### src/design/utf8_stream_validator_macros.svh
// Assertion macros for the UTF-8 stream validator.
// Used by the top level; expects clk and rst_n in scope.
`ifndef UTF8_STREAM_VALIDATOR_MACROS_SVH
`define UTF8_STREAM_VALIDATOR_MACROS_SVH

`ifndef SYNTHESIS

// same-cycle implication
`define UTF8V_ASSERT_NOW(name, ante, cons) \
  name: assert property (@(posedge clk) disable iff (!rst_n) (ante) |-> (cons)) \
    else $error("utf8v: same-cycle check failed");

// next-cycle implication
`define UTF8V_ASSERT_NEXT(name, ante, cons) \
  name: assert property (@(posedge clk) disable iff (!rst_n) (ante) |=> (cons)) \
    else $error("utf8v: next-cycle check failed");

`else

`define UTF8V_ASSERT_NOW(name, ante, cons)
`define UTF8V_ASSERT_NEXT(name, ante, cons)

`endif

`endif

### src/design/utf8v_pkg.sv
// Shared types and byte-class constants for the UTF-8 stream validator.
// No dependencies.
package utf8v_pkg;

  typedef struct packed {
    logic [7:0] data_byte;
    logic       last_byte;
  } byte_beat_t;

  typedef struct packed {
    logic error_seen;
    logic message_end;
    logic message_valid;
  } result_t;

  typedef struct packed {
    logic [1:0]  bytes_pending;
    logic [20:0] code_accum;
    logic [1:0]  lead_length;
    logic        error_flag;
  } dec_state_t;

  localparam logic [7:0] ASCII_NUL = 8'h00;
  localparam logic [7:0] ASCII_MIN = 8'h01;
  localparam logic [7:0] ASCII_MAX = 8'h7f;
  localparam logic [7:0] LEAD2_LO  = 8'hc2;
  localparam logic [7:0] LEAD2_HI  = 8'hdf;
  localparam logic [7:0] LEAD3_LO  = 8'he0;
  localparam logic [7:0] LEAD3_HI  = 8'hef;
  localparam logic [7:0] LEAD4_LO  = 8'hf0;
  localparam logic [7:0] LEAD4_HI  = 8'hf4;
  localparam logic [7:0] CONT_MASK = 8'hc0;
  localparam logic [7:0] CONT_TAG  = 8'h80;

  localparam logic [20:0] SURR_LO   = 21'h00d800;
  localparam logic [20:0] SURR_HI   = 21'h00dfff;
  localparam logic [20:0] CP_MAX    = 21'h10ffff;
  localparam logic [20:0] CP_3B_MIN = 21'h000800;
  localparam logic [20:0] CP_4B_MIN = 21'h010000;

  // continuation bytes announced by the lead byte
  localparam logic [1:0] LEN_NONE = 2'd0;
  localparam logic [1:0] LEN_2B   = 2'd1;
  localparam logic [1:0] LEN_3B   = 2'd2;
  localparam logic [1:0] LEN_4B   = 2'd3;

endpackage

### src/design/utf8v_if.sv
// Valid/ready channel interfaces: byte beats in, per-byte results out.
// No dependencies.
interface utf8v_byte_if;
  logic       valid;
  logic       ready;
  logic [7:0] data_byte;
  logic       last_byte;

  modport source (output valid, output data_byte, output last_byte, input ready);
  modport sink   (input valid, input data_byte, input last_byte, output ready);
endinterface

interface utf8v_result_if;
  logic valid;
  logic ready;
  logic error_seen;
  logic message_end;
  logic message_valid;

  modport source (output valid, output error_seen, output message_end,
                  output message_valid, input ready);
  modport sink   (input valid, input error_seen, input message_end,
                  input message_valid, output ready);
endinterface

### src/design/utf8v_in_stage.sv
// Input register for byte beats.
// Depends on utf8v_pkg and utf8v_byte_if.
module utf8v_in_stage import utf8v_pkg::*; (
  input  logic         clk,
  input  logic         rst_n,
  utf8v_byte_if.sink   in_byte,
  input  logic         take,
  output logic         beat_valid,
  output byte_beat_t   beat
);

  logic       valid_r;
  byte_beat_t beat_r;

  // refill in the same cycle the held beat moves on
  assign in_byte.ready = !valid_r || take;

  always_ff @(posedge clk) begin
    if (!rst_n) begin
      valid_r <= 1'b0;
    end else if (in_byte.ready) begin
      valid_r <= in_byte.valid;
    end
  end

  always_ff @(posedge clk) begin
    if (in_byte.valid && in_byte.ready) begin
      beat_r.data_byte <= in_byte.data_byte;
      beat_r.last_byte <= in_byte.last_byte;
    end
  end

  assign beat_valid = valid_r;
  assign beat       = beat_r;

endmodule

### src/design/utf8v_decoder.sv
// Per-byte UTF-8 decode step with the message state registers.
// Depends on utf8v_pkg.
module utf8v_decoder import utf8v_pkg::*; (
  input  logic       clk,
  input  logic       rst_n,
  input  logic       advance,
  input  byte_beat_t beat,
  output result_t    res,
  output dec_state_t state
);

  dec_state_t  st_r;
  dec_state_t  upd;
  dec_state_t  st_nxt;
  logic        err_hit;
  logic [7:0]  b;
  logic [20:0] cp;

  assign b  = beat.data_byte;
  assign cp = {st_r.code_accum[14:0], b[5:0]};

  always_comb begin
    upd     = st_r;
    err_hit = 1'b0;
    // once flagged, the decode state freezes until the message ends
    if (!st_r.error_flag) begin
      if (st_r.bytes_pending == LEN_NONE) begin
        case (b) inside
          ASCII_NUL: err_hit = 1'b1;
          [ASCII_MIN:ASCII_MAX]: err_hit = 1'b0;
          [LEAD2_LO:LEAD2_HI]: begin
            upd.code_accum    = {16'b0, b[4:0]};
            upd.bytes_pending = LEN_2B;
            upd.lead_length   = LEN_2B;
          end
          [LEAD3_LO:LEAD3_HI]: begin
            upd.code_accum    = {17'b0, b[3:0]};
            upd.bytes_pending = LEN_3B;
            upd.lead_length   = LEN_3B;
          end
          [LEAD4_LO:LEAD4_HI]: begin
            upd.code_accum    = {18'b0, b[2:0]};
            upd.bytes_pending = LEN_4B;
            upd.lead_length   = LEN_4B;
          end
          default: err_hit = 1'b1;
        endcase
      end else if ((b & CONT_MASK) != CONT_TAG) begin
        err_hit = 1'b1;
      end else begin
        upd.code_accum    = cp;
        upd.bytes_pending = st_r.bytes_pending - 2'd1;
        // range checks on the final continuation byte
        if (st_r.bytes_pending == LEN_2B) begin
          if ((cp >= SURR_LO && cp <= SURR_HI) || cp > CP_MAX ||
              (cp < CP_3B_MIN && (st_r.lead_length == LEN_3B ||
                                  st_r.lead_length == LEN_4B)) ||
              (cp < CP_4B_MIN && st_r.lead_length == LEN_4B)) begin
            err_hit = 1'b1;
          end
        end
      end
    end
    upd.error_flag = st_r.error_flag | err_hit |
                     (beat.last_byte && upd.bytes_pending != LEN_NONE);

    res.error_seen    = upd.error_flag;
    res.message_end   = beat.last_byte;
    res.message_valid = beat.last_byte && !upd.error_flag;

    st_nxt = beat.last_byte ? '0 : upd;
  end

  always_ff @(posedge clk) begin
    if (!rst_n) begin
      st_r <= '0;
    end else if (advance) begin
      st_r <= st_nxt;
    end
  end

  assign state = st_r;

endmodule

### src/design/utf8v_out_stage.sv
// Result register driving the output channel.
// Depends on utf8v_pkg and utf8v_result_if.
module utf8v_out_stage import utf8v_pkg::*; (
  input  logic            clk,
  input  logic            rst_n,
  input  logic            load,
  input  result_t         res_in,
  utf8v_result_if.source  out_res,
  output logic            free
);

  logic    valid_r;
  result_t res_r;

  assign free = !valid_r || out_res.ready;

  always_ff @(posedge clk) begin
    if (!rst_n) begin
      valid_r <= 1'b0;
    end else if (free) begin
      valid_r <= load;
    end
  end

  always_ff @(posedge clk) begin
    if (load) begin
      res_r <= res_in;
    end
  end

  assign out_res.valid         = valid_r;
  assign out_res.error_seen    = res_r.error_seen;
  assign out_res.message_end   = res_r.message_end;
  assign out_res.message_valid = res_r.message_valid;

endmodule

### src/design/utf8_stream_validator.sv
// Channel   Dir  Beat payload
// in_byte   in   data_byte[7:0], last_byte
// out_res   out  error_seen, message_end, message_valid
//
// One byte per cycle sustained while the output accepts results; a taken byte passes
// through the input register, then is decoded into the result register.
// The decode state update is the loop that sets the rate.
// Reset (rst_n low, synchronous) empties both registers and clears the message state.
// A stalled output holds its result; the input register still takes a beat while
// the output can drain in the same cycle.
// Top level of the UTF-8 stream validator.
// Depends on utf8v_pkg, utf8v_if, utf8v_in_stage, utf8v_decoder, utf8v_out_stage.
`include "utf8_stream_validator_macros.svh"

module utf8_stream_validator import utf8v_pkg::*; (
  input  logic            clk,
  input  logic            rst_n,
  utf8v_byte_if.sink      in_byte,
  utf8v_result_if.source  out_res
);

  logic       s1_valid;
  byte_beat_t s1_beat;
  logic       s2_free;
  logic       s1_move;
  result_t    dec_res;
  dec_state_t dec_state;

  assign s1_move = s1_valid && s2_free;

  utf8v_in_stage u_in (
    .clk        (clk),
    .rst_n      (rst_n),
    .in_byte    (in_byte),
    .take       (s1_move),
    .beat_valid (s1_valid),
    .beat       (s1_beat)
  );

  utf8v_decoder u_dec (
    .clk     (clk),
    .rst_n   (rst_n),
    .advance (s1_move),
    .beat    (s1_beat),
    .res     (dec_res),
    .state   (dec_state)
  );

  utf8v_out_stage u_out (
    .clk     (clk),
    .rst_n   (rst_n),
    .load    (s1_move),
    .res_in  (dec_res),
    .out_res (out_res),
    .free    (s2_free)
  );

  `UTF8V_ASSERT_NOW(a_verdict_consistent, out_res.valid && out_res.message_valid,
                    out_res.message_end && !out_res.error_seen)
  `UTF8V_ASSERT_NEXT(a_state_clears_at_end, s1_move && s1_beat.last_byte, dec_state == '0)
  `UTF8V_ASSERT_NOW(a_stall_only_from_output, !in_byte.ready,
                    s1_valid && out_res.valid && !out_res.ready)

endmodule

### src/flat_wrapper.sv
// flat-port wrapper written by rule: the top's interface ports become plain ports
module utf8_stream_validator_flat import utf8v_pkg::*;
  (clk, rst_n, in_byte_valid, in_byte_data_byte, in_byte_last_byte, in_byte_ready, out_res_valid, out_res_error_seen, out_res_message_end, out_res_message_valid, out_res_ready);
  utf8v_byte_if in_byte_i ();
  utf8v_result_if out_res_i ();
  input  logic clk;
  input  logic rst_n;
  input wire logic [$bits(in_byte_i.valid)-1:0] in_byte_valid;
  input wire logic [$bits(in_byte_i.data_byte)-1:0] in_byte_data_byte;
  input wire logic [$bits(in_byte_i.last_byte)-1:0] in_byte_last_byte;
  output wire logic [$bits(in_byte_i.ready)-1:0] in_byte_ready;
  output wire logic [$bits(out_res_i.valid)-1:0] out_res_valid;
  output wire logic [$bits(out_res_i.error_seen)-1:0] out_res_error_seen;
  output wire logic [$bits(out_res_i.message_end)-1:0] out_res_message_end;
  output wire logic [$bits(out_res_i.message_valid)-1:0] out_res_message_valid;
  input wire logic [$bits(out_res_i.ready)-1:0] out_res_ready;
  assign in_byte_i.valid = in_byte_valid;
  assign in_byte_i.data_byte = in_byte_data_byte;
  assign in_byte_i.last_byte = in_byte_last_byte;
  assign in_byte_ready = in_byte_i.ready;
  assign out_res_valid = out_res_i.valid;
  assign out_res_error_seen = out_res_i.error_seen;
  assign out_res_message_end = out_res_i.message_end;
  assign out_res_message_valid = out_res_i.message_valid;
  assign out_res_i.ready = out_res_ready;
  utf8_stream_validator u_core (.clk(clk), .rst_n(rst_n), .in_byte(in_byte_i), .out_res(out_res_i));
endmodule
### config.mk
export PLATFORM = sky130hd
export DESIGN_NAME = utf8_stream_validator_flat
export DESIGN_NICKNAME = d
export VERILOG_FILES = /design/src/design/utf8v_pkg.sv /design/src/design/utf8v_if.sv /design/src/design/utf8v_in_stage.sv /design/src/design/utf8v_decoder.sv /design/src/design/utf8v_out_stage.sv /design/src/design/utf8_stream_validator.sv /design/src/flat_wrapper.sv
export VERILOG_INCLUDE_DIRS = /design/src /design/src/design
export SDC_FILE = /design/constraint.sdc
export NUM_CORES = 1
export LEC_CHECK = 0
export BUFFER_PORTS_ARGS = -buffer_cell sky130_fd_sc_hd__buf_4
export CORE_MARGIN = 8
export CORE_UTILIZATION = 53
export DETAILED_ROUTE_END_ITERATION = 8
export PLACE_DENSITY = 0.75
export RECOVER_POWER = 100
export SKIP_LAST_GASP = 1
export SYNTH_ARGS = -nofsm -noshare
export SYNTH_HDL_FRONTEND = slang
export SYNTH_HIERARCHICAL = 1
export SYNTH_SLANG_ARGS = --single-unit
### constraint.sdc
create_clock -name clk -period 2 [get_ports clk]
set_clock_uncertainty 0.05 [all_clocks]
set_input_delay 0 -clock clk [delete_from_list [all_inputs] [get_ports clk]]
set_output_delay 0 -clock clk [all_outputs]
set_load 0.01 [all_outputs]
* Word level (Yosys, flattened, before mapping)
Index checks and enable logic that the tools add are counted.
** Word-level totals
- Logic and storage cells :: 85
- Bits in registers :: 34
- Output and inout bits :: 5
** Cells by class
- Add/sub/neg operators :: 1
- $lt $le $gt $ge :: 13
- Multiplexer cells :: 20
- Bitwise gates (word level) :: 2
- Reductions and logical operators :: 27
- Equal/unequal tests :: 11
** Operators by type and width (number)
- 25-bit 2-to-1 mux :: 6
- 23-bit 2-to-1 mux :: 2
- 26-bit 2-to-1 mux :: 1
- 8-bit >= comparator (second input constant) :: 3
- 8-bit <= comparator (second input constant) :: 3
- 21-bit by 16-bit >= comparator with 1-bit output (second input constant) :: 1
- 21-bit > comparator (second input constant) :: 1
- 21-bit by 16-bit <= comparator with 1-bit output (second input constant) :: 1
- 21-bit by 12-bit < comparator with 1-bit output (second input constant) :: 1
- 21-bit by 17-bit < comparator with 1-bit output (second input constant) :: 1
- 6-bit AND reduction :: 2
- 1-bit logical AND :: 11
- 1-bit 2-to-1 mux :: 10
- 3-bit by 2-bit != test with 1-bit output (second input constant) :: 3
- 8-bit by 1-bit >= comparator with 1-bit output (second input constant) :: 1
- 8-bit by 7-bit <= comparator with 1-bit output (second input constant) :: 1
- 8-bit logical NOT :: 1
- 1-bit logical OR :: 6
- 2-bit by 1-bit != test with 1-bit output (second input constant) :: 3
- 5-bit by 1-bit != test with 1-bit output (second input constant) :: 1
- 2-bit == test (second input constant) :: 2
- 2-bit nonzero test :: 2
- 4-bit nonzero test :: 1
- 1-bit logical NOT :: 3
- other kinds (6) :: 7

* Logic depth before layout (Yosys ltp)
- Depth in word-level cells :: 14
- Depth in mapped cells :: 8
- Mapped depth without buffers :: 7

* Modules after synthesis
Netlist, hierarchy kept.
** Modules (own cells, without submodules)
- utf8v_decoder :: times used 1, seq. area each 520.5 um^2, area each 1455.1 um^2, cells an instance 161
- utf8v_in_stage :: times used 1, seq. area each 290.3 um^2, area each 327.8 um^2, cells an instance 14
- utf8v_out_stage :: times used 1, seq. area each 110.1 um^2, area each 138.9 um^2, cells an instance 7
- utf8_stream_validator :: times used 1, seq. area each 0.0 um^2, area each 6.3 um^2, cells an instance 1

* Worst setup path after synthesis
OpenSTA, ideal clock, no wires.
- Kind :: flip-flop to flip-flop
- Start point :: register u_core.u_dec.st_r (netlist bit u_core/u_dec/state[24])
- End point :: register u_core.u_out.res_r (netlist bit u_core/u_out/out_res.message_valid), data pin
- Cell stages (with the launch flop) :: 8
- Arrival time :: 1.582 ns
- Period minus slack after synthesis :: 1.887 ns
- Path slack :: 0.113 ns
- Setup time :: 0.255 ns
- Required time :: 1.695 ns
- Cells stage by stage :: dfxtp_1 -> inv_1 -> ha_1 -> and3b_2 -> a211o_1 -> a21oi_1 -> a211oi_2 -> and3_1
** RTL lines
- from (decl) :: line utf8v_decoder.sv:12 : dec_state_t st_r;
- from (signal assigned) :: line utf8v_decoder.sv:78 : st_r <= st_nxt;
- to (signal assigned) :: line utf8v_out_stage.sv:27 : res_r <= res_in;
- to (decl) :: line utf8v_out_stage.sv:13 : result_t res_r;

==> impl_metrics.env <==
export IMPL_hold_path_class="primary input to flip-flop"
export IMPL_arrival_ns=1.98
export IMPL_syn_nets=180
export IMPL_power_frac_seq=0.575
export IMPL_critPathRequiredTime_ns=2.03
export IMPL_crit_path_end_kind="flip-flop"
export IMPL_antennaDiodeCount=0
export IMPL_critPathLaunchType="flip-flop"
export IMPL_timing_final_crit_share=0.975
export IMPL_rsz0062_at_grt="true"
export IMPL_synth_area_um2=1730
export IMPL_ir_drop_uv=444
export IMPL_worst_slew_pin_slew_ns=0.535
export IMPL_p_comb_frac=0.162
export IMPL_clk_insertion_delay_late_ns=0.33
export IMPL_path_class="flip-flop to flip-flop"
export IMPL_place_gp_congestion=0.889
export IMPL_crit_start="u_core/u_dec/state[25]$_SDFFE_PN0P_"
export IMPL_r2r_end="u_core/u_out/out_res.error_seen$_DFFE_PP_"
export IMPL_final_max_slew_viol_count=0
export IMPL_setup_violations=0
export IMPL_drive_gt1_frac=0.239
export IMPL_syn_inst=165
export IMPL_setup_worst_path_end="u_core/u_out/out_res.error_seen$_DFFE_PP_"
export IMPL_r2r_slack_ns=0.05
export IMPL_power_mw=1.33
export IMPL_cts_buffer_depth=2
export IMPL_cts_max_level=2
export IMPL_period_minus_slack_ns=1.95
export IMPL_drt_total_wl_mm=4.00
export IMPL_final_nets=223
export IMPL_max_freq_mhz=513
export IMPL_cts_root_buf="clkbuf_4"
export IMPL_area_delta_synth_final_pct=24.4
export IMPL_avgSynthCellArea_um2=10.5
export IMPL_reg2reg_depth=7
export IMPL_dp_hpwl_mm=2.64
export IMPL_sw_frac_of_total=0.261
export IMPL_track_usage=0.151
export IMPL_die_w_um=73.1
export IMPL_vias=1437
export IMPL_power_density_nw_per_um2=620
export IMPL_first_pass_iters=4
export IMPL_drv_cap=0
export IMPL_cts_made_buffers=5
export IMPL_finalHoldViolations=0
export IMPL_internal_power_uw=983
export IMPL_grt_max_degree=23
export IMPL_clk_pin_slew_ns=0.10
export IMPL_p_switching_uw=348
export IMPL_clock_sinks=34
export IMPL_slew_headroom=0.643
export IMPL_cts_tree="done"
export IMPL_ys_warn_count=6
export IMPL_fill_cells=240
export IMPL_io_buffers=17
export IMPL_post_route_drc_count=0
export IMPL_ioPinCount=18
export IMPL_grt_pass1_wl_mm=6.26
export IMPL_die_area_um2=5340
export IMPL_crit_path_max_fanout=6
export IMPL_die_h_um=73.1
export IMPL_start_util=0.561
export IMPL_clkPwrFrac=0.264
export IMPL_outcome="completed"
export IMPL_antenna_found_initial=0
export IMPL_antenna_left=0
export IMPL_core_um2=3080
export IMPL_wl_per_cell_um=15.8
export IMPL_utilization=0.698
export IMPL_vias_per_cell=5.68
export IMPL_rows=20
export IMPL_first_iter_violations=113
export IMPL_grt_pass1_vias=1376
export IMPL_grt_remaining_overflow=0
export IMPL_leakage_nw=0.763
export IMPL_reg2reg_from="u_core/u_dec/state[25]$_SDFFE_PN0P_"
-- power by group through the flow --
stage          combinational, mW  clock [mW]  sequential, mW
5_1_grt                    0.230       0.384           0.768
3_5_place_dp               0.183           0           0.781
4_1_cts                    0.205       0.359           0.765
3_3_place_gp               0.180           0           0.779
6_report                   0.215       0.351           0.765
2_1_floorplan              0.117           0           0.780
-- through the flow --
| step | setup slack (ns) | hold WS [ns] | setup TNS (ns) | instances | area (µm²) |
|---|---|---|---|---|---|
| after floorplan | 0.113 | 0.0489 | 0 | 165 | 1730 |
| after global placement | 0.119 | 0.128 | 0 | 228 | 1930 |
| after detailed placement | 0.0363 | 0.129 | 0 | 228 | 1930 |
| after CTS | 0.0150 | 0.318 | 0 | 249 | 2110 |
| after global routing | -0.0695 | 0.344 | -0.302 | 253 | 2150 |
| final | 0.0507 | 0.351 | 0 | 253 | 2150 |
-- flip-flops by register name (all words and copies together) (netlist names) --
name	cells
u_core/u_out/out_res.message_valid	1
u_core/u_in/beat_valid	1
u_core/u_out/out_res.message_end	1
u_core/u_out/out_res.valid	1
u_core/u_dec/state	20
u_core/u_out/out_res.error_seen	1
u_core/u_in/beat	9
-- area by class of cell --
type                       count  area [µm²]  share of cell area
multi-input combinational    114         863               0.402
sequential                    34         801               0.373
timing repair buffer          44         344               0.160
tap                           44        55.1              0.0256
clock buffer                   6        41.3              0.0192
inverter                       9        33.8              0.0157
clock inverter                 2        8.76             0.00408
-- per-layer routing --
layer,part of all wire,global-route usage,up-vias
met5,0,0,-
met3,0.063,0.0412,11
met2,0.51,0.263,45
met1,0.41,0.165,685
met4,0.018,0.0667,0
li1,-,-,696
-- critical path: stages, from the launching register on --
cell and delay (ns):
dfxtp_1 0.35, inv_1 0.11, ha_4 0.20, nor3b_1 0.37, nand3_1 0.15, o221a_2 0.16
a211oi_2 0.20, o21ai_0 0.10
-- layout by cell type (no fill, tap or decap), types with 2 or more instances in the layout --
| cell | n |
|---|---|
| dlygate4sd3_1 | 13 |
| inv_1 | 9 |
| a21boi_0 | 5 |
| or3b_1 | 3 |
| edfxtp_1 | 12 |
| nand2b_1 | 5 |
| nor3_1 | 3 |
| nor3b_1 | 2 |
| dfxtp_1 | 22 |
| nor2_1 | 4 |
| nand4b_1 | 2 |
| and3_1 | 2 |
| a21boi_1 | 4 |
| nand2_1 | 8 |
| mux2i_1 | 2 |
| nand3_1 | 4 |
| a21oi_1 | 5 |
| o21ai_0 | 6 |
| buf_4 | 15 |
| nor2b_1 | 13 |
| clkbuf_4 | 14 |
| a22oi_1 | 11 |
| clkbuf_1 | 7 |
| o21ai_1 | 2 |
-- worst min path at each step --
stage	from	to	slack, ns	cells after the start
3_3_place_gp	in_byte_data_byte[1]	u_core/u_in/beat[2]$_DFFE_PP_	0.13	1
3_5_place_dp	in_byte_data_byte[4]	u_core/u_in/beat[5]$_DFFE_PP_	0.13	1
6_report	in_byte_data_byte[5]	u_core/u_in/beat[6]$_DFFE_PP_	0.35	2
2_1_floorplan	in_byte_last_byte	u_core/u_in/beat[0]$_DFFE_PP_	0.05	0
4_1_cts	in_byte_data_byte[1]	u_core/u_in/beat[2]$_DFFE_PP_	0.32	2
5_1_grt	in_byte_data_byte[6]	u_core/u_in/beat[7]$_DFFE_PP_	0.34	2
-- repair_timing --
item,in CTS,in global routing
hold endpoints to repair,31,0
resized for setup,0,10
hold buffers,13,0
endpoints found under the setup margin,0,19
setup buffers,0,3
No activity file was read; power rests on OpenSTA's default activity.
